[src/lcg_pkg.sv]
// shared types and constants of the lexicographic combination generator
// used by the interfaces, controller, datapath and top level; no dependencies
`default_nettype none

package lcg_pkg;

  localparam int unsigned VAL_W = 7;
  localparam int unsigned POS_W = 4;
  localparam int unsigned TOT_W = 7;
  localparam int unsigned CHS_W = 5;
  localparam int unsigned CFG_W = 7;
  localparam int unsigned IDX_W = 1;

  localparam int unsigned DEF_MAX_CHOOSE = 16;
  localparam int unsigned DEF_MAX_TOTAL  = 64;

  localparam logic [TOT_W-1:0] TOTAL_RST  = TOT_W'(5);
  localparam logic [CHS_W-1:0] CHOOSE_RST = CHS_W'(3);

  localparam logic [IDX_W-1:0] REG_TOTAL  = 1'b0;
  localparam logic [IDX_W-1:0] REG_CHOOSE = 1'b1;

  typedef enum logic [2:0] {
    RD_ZERO,
    RD_M1,
    RD_MH,
    RD_K,
    RD_K1
  } rd_sel_e;

  typedef enum logic [1:0] {
    WR_FILL,
    WR_ADV,
    WR_TAIL
  } wr_sel_e;

  typedef enum logic [1:0] {
    K_HOLD,
    K_CLR,
    K_ONE,
    K_INC
  } k_op_e;

  typedef struct packed {
    logic    init;
    logic    bump_tl;
    logic    ld_a;
    logic    ld_b;
    logic    mem_we;
    wr_sel_e wr_sel;
    rd_sel_e rd_sel;
    k_op_e   k_op;
    logic    load_elem;
    logic    load_exh;
  } cmd_t;

  typedef struct packed {
    logic restart_path;
    logic exh_now;
    logic m_zero;
    logic bad;
    logic end_test;
    logic rule_a;
    logic tail_over;
    logic k_last;
    logic fillb_done;
    logic out_free;
  } sts_t;

endpackage

`default_nettype wire

[src/lcg_if.sv]
// request and result channel interfaces with valid/ready handshake
// depends on lcg_pkg for the field widths
`default_nettype none

interface lcg_in_if ();
  logic valid;
  logic ready;
  logic restart;

  modport source (output valid, output restart, input ready);
  modport sink (input valid, input restart, output ready);
endinterface

interface lcg_out_if import lcg_pkg::*; ();
  logic             valid;
  logic             ready;
  logic [VAL_W-1:0] element_value;
  logic [POS_W-1:0] element_position;
  logic             last_element;
  logic             exhausted;

  modport source (output valid, output element_value, output element_position,
                  output last_element, output exhausted, input ready);
  modport sink (input valid, input element_value, input element_position,
                input last_element, input exhausted, output ready);
endinterface

`default_nettype wire

[src/lcg_ctrl.sv]
// controller state machine of the combination generator
// depends on lcg_pkg for the command and status structs
`default_nettype none

module lcg_ctrl import lcg_pkg::*; (
  input  wire logic clk_i,
  input  wire logic rst_ni,
  input  wire logic req_valid_i,
  output logic      req_ready_o,
  input  wire sts_t sts_i,
  output cmd_t      cmd_o
);

  localparam logic [3:0] S_IDLE  = 4'd0;
  localparam logic [3:0] S_FILL  = 4'd1;
  localparam logic [3:0] S_CHK0  = 4'd2;
  localparam logic [3:0] S_ADVA  = 4'd3;
  localparam logic [3:0] S_ADVB  = 4'd4;
  localparam logic [3:0] S_FILLB = 4'd5;
  localparam logic [3:0] S_ERD   = 4'd6;
  localparam logic [3:0] S_EWR   = 4'd7;
  localparam logic [3:0] S_EXH   = 4'd8;

  logic [3:0] state_q, state_d;

  assign req_ready_o = (state_q == S_IDLE);

  always_comb begin
    state_d   = state_q;
    cmd_o     = '0;
    cmd_o.wr_sel = WR_FILL;
    cmd_o.rd_sel = RD_ZERO;
    cmd_o.k_op   = K_HOLD;
    unique case (state_q)
      S_IDLE: begin
        if (req_valid_i) begin
          if (sts_i.restart_path) begin
            cmd_o.init = 1'b1;
            cmd_o.k_op = K_CLR;
            state_d = sts_i.m_zero ? S_EXH : S_FILL;
          end else begin
            state_d = sts_i.exh_now ? S_EXH : S_CHK0;
          end
        end
      end
      S_FILL: begin
        cmd_o.mem_we = 1'b1;
        cmd_o.wr_sel = WR_FILL;
        if (sts_i.k_last) begin
          cmd_o.k_op = K_CLR;
          state_d = sts_i.bad ? S_EXH : S_ERD;
        end else begin
          cmd_o.k_op = K_INC;
        end
      end
      S_CHK0: begin
        if (sts_i.end_test) begin
          state_d = S_EXH;
        end else if (sts_i.rule_a) begin
          cmd_o.rd_sel = RD_M1;
          state_d = S_ADVA;
        end else if (sts_i.tail_over) begin
          state_d = S_EXH;
        end else begin
          cmd_o.bump_tl = 1'b1;
          cmd_o.rd_sel  = RD_MH;
          cmd_o.k_op    = K_ONE;
          state_d = S_ADVB;
        end
      end
      S_ADVA: begin
        cmd_o.ld_a   = 1'b1;
        cmd_o.mem_we = 1'b1;
        cmd_o.wr_sel = WR_ADV;
        cmd_o.k_op   = K_CLR;
        state_d = S_ERD;
      end
      S_ADVB: begin
        cmd_o.ld_b = 1'b1;
        state_d = S_FILLB;
      end
      S_FILLB: begin
        cmd_o.mem_we = 1'b1;
        cmd_o.wr_sel = WR_TAIL;
        if (sts_i.fillb_done) begin
          cmd_o.k_op = K_CLR;
          state_d = S_ERD;
        end else begin
          cmd_o.k_op = K_INC;
        end
      end
      S_ERD: begin
        cmd_o.rd_sel = RD_K;
        state_d = S_EWR;
      end
      S_EWR: begin
        cmd_o.rd_sel = RD_K;
        if (sts_i.out_free) begin
          cmd_o.load_elem = 1'b1;
          if (sts_i.k_last) begin
            state_d = S_IDLE;
          end else begin
            cmd_o.k_op   = K_INC;
            cmd_o.rd_sel = RD_K1;
          end
        end
      end
      S_EXH: begin
        if (sts_i.out_free) begin
          cmd_o.load_exh = 1'b1;
          state_d = S_IDLE;
        end
      end
      default: begin
        state_d = S_IDLE;
      end
    endcase
  end

  always_ff @(posedge clk_i or negedge rst_ni) begin
    if (!rst_ni) begin
      state_q <= S_IDLE;
    end else begin
      state_q <= state_d;
    end
  end

endmodule

`default_nettype wire

[src/lcg_dp.sv]
// datapath of the combination generator: config registers, subset store,
// successor rule helpers, element counter and result register; uses lcg_pkg
`default_nettype none

module lcg_dp import lcg_pkg::*; #(
  parameter int unsigned MAX_CHOOSE = DEF_MAX_CHOOSE,
  parameter int unsigned MAX_TOTAL  = DEF_MAX_TOTAL
) (
  input  wire logic             clk_i,
  input  wire logic             rst_ni,
  input  wire logic             cfg_we_i,
  input  wire logic [IDX_W-1:0] cfg_index_i,
  input  wire logic [CFG_W-1:0] cfg_data_i,
  input  wire logic             restart_i,
  input  wire cmd_t             cmd_i,
  output sts_t                  sts_o,
  output logic                  out_valid_o,
  input  wire logic             out_ready_i,
  output logic [VAL_W-1:0]      element_value_o,
  output logic [POS_W-1:0]      element_position_o,
  output logic                  last_element_o,
  output logic                  exhausted_o
);

  localparam int unsigned AW = (MAX_CHOOSE > 1) ? $clog2(MAX_CHOOSE) : 1;

  logic [TOT_W-1:0] total_q;
  logic [CHS_W-1:0] choose_q;
  logic [VAL_W-1:0] mem_q [MAX_CHOOSE];
  logic [VAL_W-1:0] rd_q;
  logic [VAL_W-1:0] lb_q;
  logic [CHS_W-1:0] tl_q;
  logic [CHS_W-1:0] k_q;
  logic             started_q;
  logic             finished_q;
  logic             out_valid_q;
  logic [VAL_W-1:0] val_q;
  logic [POS_W-1:0] pos_q;
  logic             last_q;
  logic             exh_q;

  logic [TOT_W-1:0] n_eff;
  logic [CHS_W-1:0] m_eff;
  logic [6:0]       idx_m1, idx_mh, idx_fb, idx_k, idx_k1;
  logic [6:0]       rd_idx, wr_idx;
  logic [VAL_W-1:0] wr_data;
  logic             out_free;

  assign n_eff = (int'(total_q) > MAX_TOTAL) ? TOT_W'(MAX_TOTAL) : total_q;
  assign m_eff = (int'(choose_q) > MAX_CHOOSE) ? CHS_W'(MAX_CHOOSE) : choose_q;

  assign idx_m1 = 7'(m_eff) - 7'd1;
  assign idx_mh = 7'(m_eff) - 7'(tl_q) - 7'd1;
  assign idx_fb = 7'(m_eff) - 7'(tl_q) + 7'(k_q) - 7'd1;
  assign idx_k  = 7'(k_q);
  assign idx_k1 = 7'(k_q) + 7'd1;

  always_comb begin
    case (cmd_i.rd_sel)
      RD_M1:   rd_idx = idx_m1;
      RD_MH:   rd_idx = idx_mh;
      RD_K:    rd_idx = idx_k;
      RD_K1:   rd_idx = idx_k1;
      default: rd_idx = '0;
    endcase
  end

  always_comb begin
    case (cmd_i.wr_sel)
      WR_ADV: begin
        wr_idx  = idx_m1;
        wr_data = rd_q + VAL_W'(1);
      end
      WR_TAIL: begin
        wr_idx  = idx_fb;
        wr_data = lb_q + VAL_W'(k_q);
      end
      default: begin
        wr_idx  = idx_k;
        wr_data = VAL_W'(k_q) + VAL_W'(1);
      end
    endcase
  end

  always_ff @(posedge clk_i) begin
    if (cmd_i.mem_we) begin
      mem_q[wr_idx[AW-1:0]] <= wr_data;
    end
    rd_q <= mem_q[rd_idx[AW-1:0]];
  end

  assign out_free = !out_valid_q || out_ready_i;

  always_comb begin
    sts_o.restart_path = restart_i || !started_q;
    sts_o.m_zero       = (m_eff == '0);
    sts_o.bad          = (m_eff == '0) || (7'(m_eff) > n_eff);
    sts_o.exh_now      = finished_q || sts_o.bad;
    sts_o.end_test     = ({1'b0, rd_q} + 8'(m_eff)) > {1'b0, n_eff};
    sts_o.rule_a       = ({1'b0, lb_q} + 8'(tl_q)) < {1'b0, n_eff};
    sts_o.tail_over    = (tl_q >= m_eff);
    sts_o.k_last       = (k_q == m_eff - CHS_W'(1));
    sts_o.fillb_done   = (k_q == tl_q);
    sts_o.out_free     = out_free;
  end

  always_ff @(posedge clk_i or negedge rst_ni) begin
    if (!rst_ni) begin
      total_q     <= TOTAL_RST;
      choose_q    <= CHOOSE_RST;
      lb_q        <= '0;
      tl_q        <= '0;
      k_q         <= '0;
      started_q   <= 1'b0;
      finished_q  <= 1'b0;
      out_valid_q <= 1'b0;
    end else begin
      if (cfg_we_i) begin
        unique case (cfg_index_i)
          REG_TOTAL:  total_q  <= cfg_data_i[TOT_W-1:0];
          REG_CHOOSE: choose_q <= cfg_data_i[CHS_W-1:0];
          default:    total_q  <= total_q;
        endcase
      end
      if (cmd_i.init) begin
        started_q  <= 1'b1;
        finished_q <= 1'b0;
        lb_q       <= '0;
        tl_q       <= m_eff;
      end
      if (cmd_i.bump_tl) begin
        tl_q <= tl_q + CHS_W'(1);
      end
      if (cmd_i.ld_a) begin
        lb_q <= rd_q;
        tl_q <= CHS_W'(1);
      end
      if (cmd_i.ld_b) begin
        lb_q <= rd_q;
      end
      case (cmd_i.k_op)
        K_CLR:   k_q <= '0;
        K_ONE:   k_q <= CHS_W'(1);
        K_INC:   k_q <= k_q + CHS_W'(1);
        default: k_q <= k_q;
      endcase
      if (cmd_i.load_exh) begin
        finished_q <= 1'b1;
      end
      if (cmd_i.load_elem || cmd_i.load_exh) begin
        out_valid_q <= 1'b1;
      end else if (out_ready_i) begin
        out_valid_q <= 1'b0;
      end
    end
  end

  // result payload
  always_ff @(posedge clk_i) begin
    if (cmd_i.load_elem) begin
      val_q  <= rd_q;
      pos_q  <= k_q[POS_W-1:0];
      last_q <= sts_o.k_last;
      exh_q  <= 1'b0;
    end else if (cmd_i.load_exh) begin
      val_q  <= '0;
      pos_q  <= '0;
      last_q <= 1'b1;
      exh_q  <= 1'b1;
    end
  end

  assign out_valid_o        = out_valid_q;
  assign element_value_o    = val_q;
  assign element_position_o = pos_q;
  assign last_element_o     = last_q;
  assign exhausted_o        = exh_q;

`ifndef ASSERT_OFF
  a_load_free: assert property (@(posedge clk_i) disable iff (!rst_ni)
    (cmd_i.load_elem || cmd_i.load_exh) |-> out_free)
    else $error("result loaded while output register busy");

  a_exh_sets_finished: assert property (@(posedge clk_i) disable iff (!rst_ni)
    cmd_i.load_exh |=> (finished_q && exh_q && last_q))
    else $error("exhausted result without finished flag");

  a_started_sticky: assert property (@(posedge clk_i) disable iff (!rst_ni)
    started_q |=> started_q)
    else $error("started flag dropped");

  a_single_load: assert property (@(posedge clk_i) disable iff (!rst_ni)
    !(cmd_i.load_elem && cmd_i.load_exh))
    else $error("element and exhausted result loaded together");
`endif

endmodule

`default_nettype wire

[src/lexicographic_combination_generator.sv]
// top level of the lexicographic combination generator
// depends on lcg_pkg, lcg_if, lcg_ctrl and lcg_dp
`default_nettype none

// Each request produces the next m-element subset of {1..n} as m results,
// one element per cycle while the result channel takes them, the final one
// flagged with last_element; when no subset is left (or m is zero or
// exceeds n) a single result with exhausted set is given. A restart request,
// or the first request after reset, first loads 1..m into the subset store,
// then streams it out. An advance request runs the end test, then rewrites
// either the last element or the h-element tail of the store, then streams
// the subset out. A new request is taken in the cycle after the previous one
// has loaded its last result.
module lexicographic_combination_generator import lcg_pkg::*; #(
  parameter int unsigned MAX_CHOOSE = DEF_MAX_CHOOSE,
  parameter int unsigned MAX_TOTAL  = DEF_MAX_TOTAL
) (
  input  wire logic             clk_i,
  input  wire logic             rst_ni,
  input  wire logic             cfg_we_i,
  input  wire logic [IDX_W-1:0] cfg_index_i,
  input  wire logic [CFG_W-1:0] cfg_data_i,
  lcg_in_if.sink                in_i,
  lcg_out_if.source             out_o
);

  cmd_t cmd;
  sts_t sts;
  logic req_ready;

  lcg_ctrl u_ctrl (
    .clk_i       (clk_i),
    .rst_ni      (rst_ni),
    .req_valid_i (in_i.valid),
    .req_ready_o (req_ready),
    .sts_i       (sts),
    .cmd_o       (cmd)
  );

  lcg_dp #(
    .MAX_CHOOSE (MAX_CHOOSE),
    .MAX_TOTAL  (MAX_TOTAL)
  ) u_dp (
    .clk_i              (clk_i),
    .rst_ni             (rst_ni),
    .cfg_we_i           (cfg_we_i),
    .cfg_index_i        (cfg_index_i),
    .cfg_data_i         (cfg_data_i),
    .restart_i          (in_i.restart),
    .cmd_i              (cmd),
    .sts_o              (sts),
    .out_valid_o        (out_o.valid),
    .out_ready_i        (out_o.ready),
    .element_value_o    (out_o.element_value),
    .element_position_o (out_o.element_position),
    .last_element_o     (out_o.last_element),
    .exhausted_o        (out_o.exhausted)
  );

  assign in_i.ready = req_ready;

endmodule

`default_nettype wire

[src/flat_wrapper.sv]
// flat-port wrapper written by rule: the top's interface ports become plain ports
module lexicographic_combination_generator_flat import lcg_pkg::*;
#(
  parameter int unsigned MAX_CHOOSE = DEF_MAX_CHOOSE,
  parameter int unsigned MAX_TOTAL  = DEF_MAX_TOTAL
)
  (clk_i, rst_ni, cfg_we_i, cfg_index_i, cfg_data_i, in_i_valid, in_i_restart, in_i_ready, out_o_valid, out_o_element_value, out_o_element_position, out_o_last_element, out_o_exhausted, out_o_ready);
  lcg_in_if in_i_i ();
  lcg_out_if out_o_i ();
  input  wire logic clk_i;
  input  wire logic rst_ni;
  input  wire logic cfg_we_i;
  input  wire logic [IDX_W-1:0] cfg_index_i;
  input  wire logic [CFG_W-1:0] cfg_data_i;
  input wire logic [$bits(in_i_i.valid)-1:0] in_i_valid;
  input wire logic [$bits(in_i_i.restart)-1:0] in_i_restart;
  output wire logic [$bits(in_i_i.ready)-1:0] in_i_ready;
  output wire logic [$bits(out_o_i.valid)-1:0] out_o_valid;
  output wire logic [$bits(out_o_i.element_value)-1:0] out_o_element_value;
  output wire logic [$bits(out_o_i.element_position)-1:0] out_o_element_position;
  output wire logic [$bits(out_o_i.last_element)-1:0] out_o_last_element;
  output wire logic [$bits(out_o_i.exhausted)-1:0] out_o_exhausted;
  input wire logic [$bits(out_o_i.ready)-1:0] out_o_ready;
  assign in_i_i.valid = in_i_valid;
  assign in_i_i.restart = in_i_restart;
  assign in_i_ready = in_i_i.ready;
  assign out_o_valid = out_o_i.valid;
  assign out_o_element_value = out_o_i.element_value;
  assign out_o_element_position = out_o_i.element_position;
  assign out_o_last_element = out_o_i.last_element;
  assign out_o_exhausted = out_o_i.exhausted;
  assign out_o_i.ready = out_o_ready;
  lexicographic_combination_generator #(.MAX_CHOOSE(MAX_CHOOSE), .MAX_TOTAL(MAX_TOTAL)) u_core (.clk_i(clk_i), .rst_ni(rst_ni), .cfg_we_i(cfg_we_i), .cfg_index_i(cfg_index_i), .cfg_data_i(cfg_data_i), .in_i(in_i_i), .out_o(out_o_i));
endmodule
[config.mk]
export PLATFORM = sky130hd
export DESIGN_NAME = lexicographic_combination_generator_flat
export DESIGN_NICKNAME = d
export VERILOG_FILES = /design/src/lcg_pkg.sv /design/src/lcg_if.sv /design/src/lcg_ctrl.sv /design/src/lcg_dp.sv /design/src/lexicographic_combination_generator.sv /design/src/flat_wrapper.sv
export SDC_FILE = /design/constraint.sdc
export NUM_CORES = 1
export LEC_CHECK = 0
export BUFFER_PORTS_ARGS = -buffer_cell sky130_fd_sc_hd__buf_2
export CAP_MARGIN = 10
export CORE_MARGIN = 2
export CORE_UTILIZATION = 58
export CTS_CLUSTER_DIAMETER = 80
export CTS_CLUSTER_SIZE = 20
export DETAILED_ROUTE_END_ITERATION = 6
export PLACE_DENSITY = 0.81
export SETUP_SLACK_MARGIN = 0.2
export SLEW_MARGIN = 15
export SYNTH_ARGS = -nofsm -noshare
export SYNTH_HDL_FRONTEND = slang
export SYNTH_SLANG_ARGS = --single-unit
[constraint.sdc]
create_clock -name clk_i -period 6.65 [get_ports clk_i]
set_input_delay 0.9975 -clock clk_i [delete_from_list [all_inputs] [get_ports clk_i]]
set_output_delay 0.9975 -clock clk_i [all_outputs]
set_load 0.02 [all_outputs]
# [Word level (Yosys, flattened, before mapping)]
# Memory sizes are Yosys's and may differ from the RTL's. A register that Yosys moved wholly into a read port is not among the register bits.
# Cells that the tools add are included.
[totals] regBits=49 latch_bits=0 ramBits=112 romBits=0 input_bits=14 out_inout_bits=15 word_cells=140 n_memories=1
[mem_list] memory="u_core.u_dp.mem_q" depth=16 width=7 rd=1 rd_ports_with_merged_regs=1 wr=1 line_no="lcg_dp.sv:29" text="logic [VAL_W-1:0] mem_q [MAX_CHOOSE];"
[classes] add_sub_neg=13 mul=0 div_mod_pow=0 magnitude_cmp=6 n_eq_ne=25 n_shift=0 muxes=63 bitwise=1 n_reduce_logical=18
[ops] operator="2-to-1 mux 4 bit" n=16
[ops] operator="2-to-1 mux 7 bit" n=6
[ops] operator="case mux 4 bit (9 select lines)" n=1
[ops] operator="2-to-1 mux 5 bit" n=6
[ops] operator="2-to-1 mux 1 bit" n=22
[ops] operator="case mux 3 bit (3 select lines)" n=2
[ops] operator="adder 7 x 5 -> 8 bit" n=2
[ops] operator="== test 4 x 3 -> 1 bit (second input constant)" n=4
[ops] operator="case mux 4 bit (4 select lines)" n=1
[ops] operator="case mux 5 bit (3 select lines)" n=1
[ops] operator="case mux 7 bit (2 select lines)" n=1
[ops] operator="case mux 2 bit (6 select lines)" n=1
[ops] operator="subtractor 4 x 1 -> 4 bit (second input constant)" n=3
[ops] operator="adder 5 x 1 -> 5 bit (second input constant)" n=2
[ops] operator="== test 5 bit" n=2
[ops] operator="nonzero test 3 bit" n=3
[ops] operator="== test 4 x 2 -> 1 bit (second input constant)" n=2
[ops] operator="greater-than comparator 8 x 7 -> 1 bit" n=1
[ops] operator="< comparator 8 x 7 -> 1 bit" n=1
[ops] operator="2-to-1 mux 2 bit" n=4
[ops] operator="case mux 4 bit (2 select lines)" n=1
[ops] operator="adder 7 x 1 -> 7 bit (second input constant)" n=1
[ops] operator="adder 7 x 5 -> 7 bit" n=1
[ops] operator="greater-than comparator 5 x 7 -> 1 bit" n=1
[ops] operator="other kinds (25)" n=41

# [Longest topological paths before layout]
[depth] word_depth=9 mapped_depth=22

# [Hierarchy]
# A second synthesis with hierarchy kept.
[hier_totals] hier_cells=763 hier_area_um2=9225.1
[by_module_without_submodules] mod="lcg_dp" instances=1 cells_per_inst=693 area_each_um2=8735.9 seq_area_each_um2=4689.5
[by_module_without_submodules] mod="lcg_ctrl" instances=1 cells_per_inst=70 area_each_um2=489.2 seq_area_each_um2=100.1

# [Worst setup path before layout]
# OpenSTA, ideal clock, no wires.
[synth_timing] path_kind="reg-to-reg" start="register u_core.u_dp.choose_q[4]" end="register u_core.u_dp.rd_q[3], read port of u_core.u_dp.mem_q" setup_ps=122 arrival_time_ps=4406 t_required_ps=6528 slack_ps=2122 path_stages_with_launch=22 synth_period_minus_slack_ps=4528 path_cell_list="dfrtp_1 -> buf_4 -> inv_2 -> nand2_1 -> inv_1 -> ha_1 -> fa_1 -> maj3_1 -> a21oi_1 -> nor2b_1 -> o21ai_0 -> xnor2_1 -> ha_1 -> a21oi_1 -> nand2_1 -> o22ai_1 -> nand4_1 -> o221a_2 -> or4_1 -> buf_6 -> o22ai_1 -> nor4_2"
[synth_between] elab_chain_len=9 elab_cells_between_ends=21 classes_between="add/sub: 5; order compare: 3; eq/ne: 5; mux: 8"
[synth_rtl] item="start, declared" line_no="lcg_dp.sv:28" text="logic [CHS_W-1:0] choose_q;"
[synth_rtl] item="start signal, assigned" line_no="lcg_dp.sv:121" text="REG_CHOOSE: choose_q <= cfg_data_i[CHS_W-1:0];"
[synth_rtl] item="greater-than comparator 5 bit" line_no="lcg_dp.sv:50" text="assign m_eff = (int'(choose_q) > MAX_CHOOSE) ? CHS_W'(MAX_CHOOSE) : choose_q;"
[synth_rtl] item="2-to-1 mux 5 bit (*)" line_no="lcg_dp.sv:50"
[synth_rtl] item="branches (longest 6 deep; another with adder 7 x 5 -> 8 bit)"
[synth_rtl] item="case mux 4 bit (4 select lines) (*)" line_no="lcg_dp.sv:59" text="case (cmd_i.rd_sel)"
[synth_rtl] item="end, declared" line_no="lcg_dp.sv:30" text="logic [VAL_W-1:0] rd_q;"
# Every way passes the cells marked *.
# A chain may end at the register's enable or synchronous reset.

# [Worst setup path after layout]
[layout_timing] start="register u_core.u_dp.choose_q[4]" end="register u_core.u_dp.rd_q[4], read port of u_core.u_dp.mem_q"
# Same word-level chain as after synthesis.

==> flow_metrics.tcl <==
set metrics [dict create \
    routabilityCongestion 0.951 \
    final-setup-viol-count 0 \
    skew_ns 0.0112 \
    vdd_drop_max_uv 294 \
    dpl-instance-area_mm2 0.00953 \
    drtIter0Drc 759 \
    synthMuxAreaShare_pct 8.66 \
    worstPathRequired_ns 6.95 \
    numCtsBuffers 17 \
    worstPathArrival_ns 6.12 \
    final_nets 864 \
    rsz0062_at_grt "no" \
    initial_core_util_pct 58.8 \
    finalHoldViolCount 0 \
    period_needed_ns 5.82 \
    status "completed" \
    final_common_cell "edfxtp_1" \
    num_rows 46 \
    clock_sinks 168 \
    max_freq_mhz 172 \
    cp_max_fo 12 \
    post_cts_buffers 0 \
    hpwl_mm 16.7 \
    synth.yosys.seq_area_share_pct 51.9 \
    worst-setup-path-type "reg -> reg" \
    slew_viol_final 0 \
    area_growth_pct 10.2 \
    min_path_type "reg -> reg" \
    synth_fa_ha_area_share_pct 8.21 \
    power_density_mw_per_mm2 470 \
    total_leakage_power_nw 3.87 \
    ys_async_sr_fraction_pct 21.4 \
    final.setup.tns_ns 0 \
    grt_max_degree 37 \
    cts_tree "built" \
    io_pins 29 \
    ant_nets 0 \
    timing.final.crit_share_pct 87.5 \
    postCtsHoldBufs 0 \
    grt_pass1_vias 6487 \
    start_kind "register" \
    htreeDepth 4 \
    wirelength_mm 23.4 \
    drt_first_pass_iters 5 \
    antenna_found_initial 0 \
    dieHeight_um 130 \
    r2r_slack_ns 0.83 \
    synthFlopType "edfxtp_1" \
    ys_seq_elements 168 \
    wire_per_inst_um 22.9 \
    endpoint_kind "register" \
    clock-root-buffer "clkbuf_16" \
    avgSynthCellArea_um2 12.0 \
    worstSkewPairLatency_ns 0.43 \
    yosysUniqueCellTypes 76 \
    synth_compound_area_share_pct 13.2 \
    design_area_mm2 0.0102 \
    overflow 0 \
    portBuffers 28 \
    drive_gt1_share_pct 16.6 \
    drc 0 \
    synth_xor_area_share_pct 3.80 \
    synth_edf_count 124 \
    slew_headroom_pct 18.8 \
    die-area_mm2 0.0169 \
    synth_warnings 0 \
    tightestPinTransition_ns 1.21 \
    grt_usage_pct 29.0 \
    clk_path_buf_depth 2 \
    synth_top_family_by_area "compound AO/OA/AOI/OAI gates" \
    cap_violations 0 \
    cts-resized-gates 0 \
    clk_pin_slew_worst_paths_ns 0.07 \
    syn_inst 770 \
    netlist_area_mm2 0.00923 \
    grt_pass1_wl_mm 36.4 \
    synthesis.nets 840 \
    final_cell_mix "124 x edfxtp_1, 54 x nand2_1, 51 x ha_1, 47 x nor2_1, 35 x a21oi_1" \
    vias 6667 \
    coreArea_mm2 0.0157 \
    synthSimpleGateAreaFrac_pct 11.2 \
    viasPerCell 6.51 \
    die_w_um 130 \
]
## Yosys cell counts (3+ instances only)
master | n | area share (%)
buf_6 | 4 | 0.49
clkbuf_1 | 17 | 0.69
fa_1 | 5 | 1.1
and2_1 | 8 | 0.54
edfxtp_1 | 124 | 40
o22ai_1 | 17 | 1.2
o21ai_0 | 32 | 1.7
and3_1 | 4 | 0.27
mux2_1 | 24 | 2.9
inv_2 | 3 | 0.12
xor2_1 | 14 | 1.3
o211ai_1 | 3 | 0.24
dfrtp_1 | 32 | 8.7
a21o_1 | 13 | 1.1
nand4_1 | 4 | 0.27
a211oi_1 | 5 | 0.41
mux2_2 | 29 | 3.5
nand3_1 | 19 | 1.0
nand2_1 | 54 | 2.2
a31oi_1 | 5 | 0.34
o21a_1 | 3 | 0.24
a21oi_1 | 36 | 2.0
o221ai_1 | 3 | 0.28
xnor2_1 | 26 | 2.5
nor2b_1 | 11 | 0.75
buf_4 | 6 | 0.49
ha_1 | 51 | 6.9
mux2i_1 | 16 | 1.7
dfxtp_1 | 8 | 1.7
nor3_1 | 17 | 0.92
o2bb2ai_1 | 12 | 1.1
a22oi_1 | 3 | 0.24
nor2_1 | 48 | 2.0
dfstp_2 | 4 | 1.1
nand2b_1 | 9 | 0.61
nor4_2 | 3 | 0.41
inv_1 | 26 | 1.1
nor4_1 | 8 | 0.54
a221oi_1 | 13 | 1.2
## metrics by stage
| stage | total power, mW | std cells | hold WS, ns | worst slack, ns | util (%) |
|---|---|---|---|---|---|
| floorplan | 3.11 | 770 | 0.429 | 2.12 | - |
| global placement | 3.63 | 991 | 0.435 | 1.28 | 60.6 |
| detailed placement | 3.72 | 991 | 0.441 | 0.995 | 60.7 |
| CTS | 4.74 | 1023 | 0.451 | 0.961 | 64.6 |
| global route | 5.05 | 1023 | 0.471 | 0.323 | 64.7 |
| finish | 4.78 | 1024 | 0.448 | 0.831 | 64.7 |
## cell type report
class / instances / area (µm²)
multi-input cells: 542 / 4190
well taps: 216 / 270
repair buffers: 35 / 193
clock buffers: 17 / 425
clock inverters: 15 / 189
inverters: 30 / 113
fillers: 1135 / 5540
diodes: 1 / 2.50
flip-flops and latches: 168 / 4790
## where the power goes
group | leakage, nW | internal, mW | switching, mW
registers | 1.62 | 1.44 | 0.275
logic | 1.96 | 0.804 | 1.26
clock network | 0.298 | 0.569 | 0.437
## worst paths after layout
path / start / endpoint / cells after the start
setup / recovery: u_core.u_dp.choose_q[4]$_DFFE_PN0P_ / u_core.u_dp.rd_q[4]$_DFF_P_ / 19
hold / removal: u_core.u_dp.exhausted_o$_SDFFE_PP0P_ / u_core.u_dp.exhausted_o$_SDFFE_PP0P_ / 2
setup reg to reg: u_core.u_dp.choose_q[4]$_DFFE_PN0P_ / u_core.u_dp.rd_q[4]$_DFF_P_ / 19
hold reg to reg: u_core.u_dp.exhausted_o$_SDFFE_PP0P_ / u_core.u_dp.exhausted_o$_SDFFE_PP0P_ / 2
max in group asynchronous: rst_ni / u_core.u_dp.k_q[0]$_DFFE_PN0P_ / 1
min in group asynchronous: rst_ni / u_core.u_dp.total_q[6]$_DFFE_PN0P_ / 1
## worst max-delay path, stage by stage, from the launching register on
cell      delay (ns)
dfrtp_1         0.60
inv_2           0.12
nand2_1         0.20
inv_1           0.13
ha_1            0.23
fa_1            0.41
maj3_1          0.37
a21oi_1         0.25
nor2b_1         0.08
o21ai_0         0.21
xnor2_1         0.17
ha_1            0.29
a21oi_1         0.16
nand2_1         0.07
o22ai_1         0.31
nand4_1         0.41
o221ai_1        0.72
o211ai_1        0.43
o22ai_1         0.44
nor4_2          0.10
## cells by family after synthesis
logic type               Yosys count
buffers and inverters             60
XOR/XNOR                          40
AO/OA/AOI/OAI                    170
AND/OR/NAND/NOR                  202
multiplexers                      72
flip-flops                       168
adder cells (fa/ha/maj)           58
## flip-flops by register name (all words and copies together), names as in the netlist
| register | count |
|---|---|
| u_core.u_dp.tl_q | 5 |
| u_core.u_dp.rd_q | 7 |
| u_core.u_dp.k_q | 5 |
| u_core.u_dp.choose_q | 5 |
| u_core.u_dp.element_position_o | 4 |
| u_core.u_ctrl.state_q | 4 |
| u_core.u_dp.last_element_o | 1 |
| u_core.u_dp.mem_q | 112 |
| u_core.u_dp.out_valid_o | 1 |
| u_core.u_dp.finished_q | 1 |
| u_core.u_dp.total_q | 7 |
| u_core.u_dp.element_value_o | 7 |
| u_core.u_dp.exhausted_o | 1 |
| u_core.u_dp.lb_q | 7 |
| u_core.u_dp.started_q | 1 |
## layer usage
metal | part of all wire (%) | vias to the layer above | routed length [µm] | track usage [%]
met5 | 0 | - | 0 | 0
met2 | 46 | 347 | 10900 | 45.4
met1 | 43 | 3307 | 10000 | 40.2
met4 | 2.4 | 0 | 558 | 10.6
li1 | - | 2952 | - | -
met3 | 8.4 | 61 | 1970 | 6.03
No activity file was read; power rests on OpenSTA's default activity.
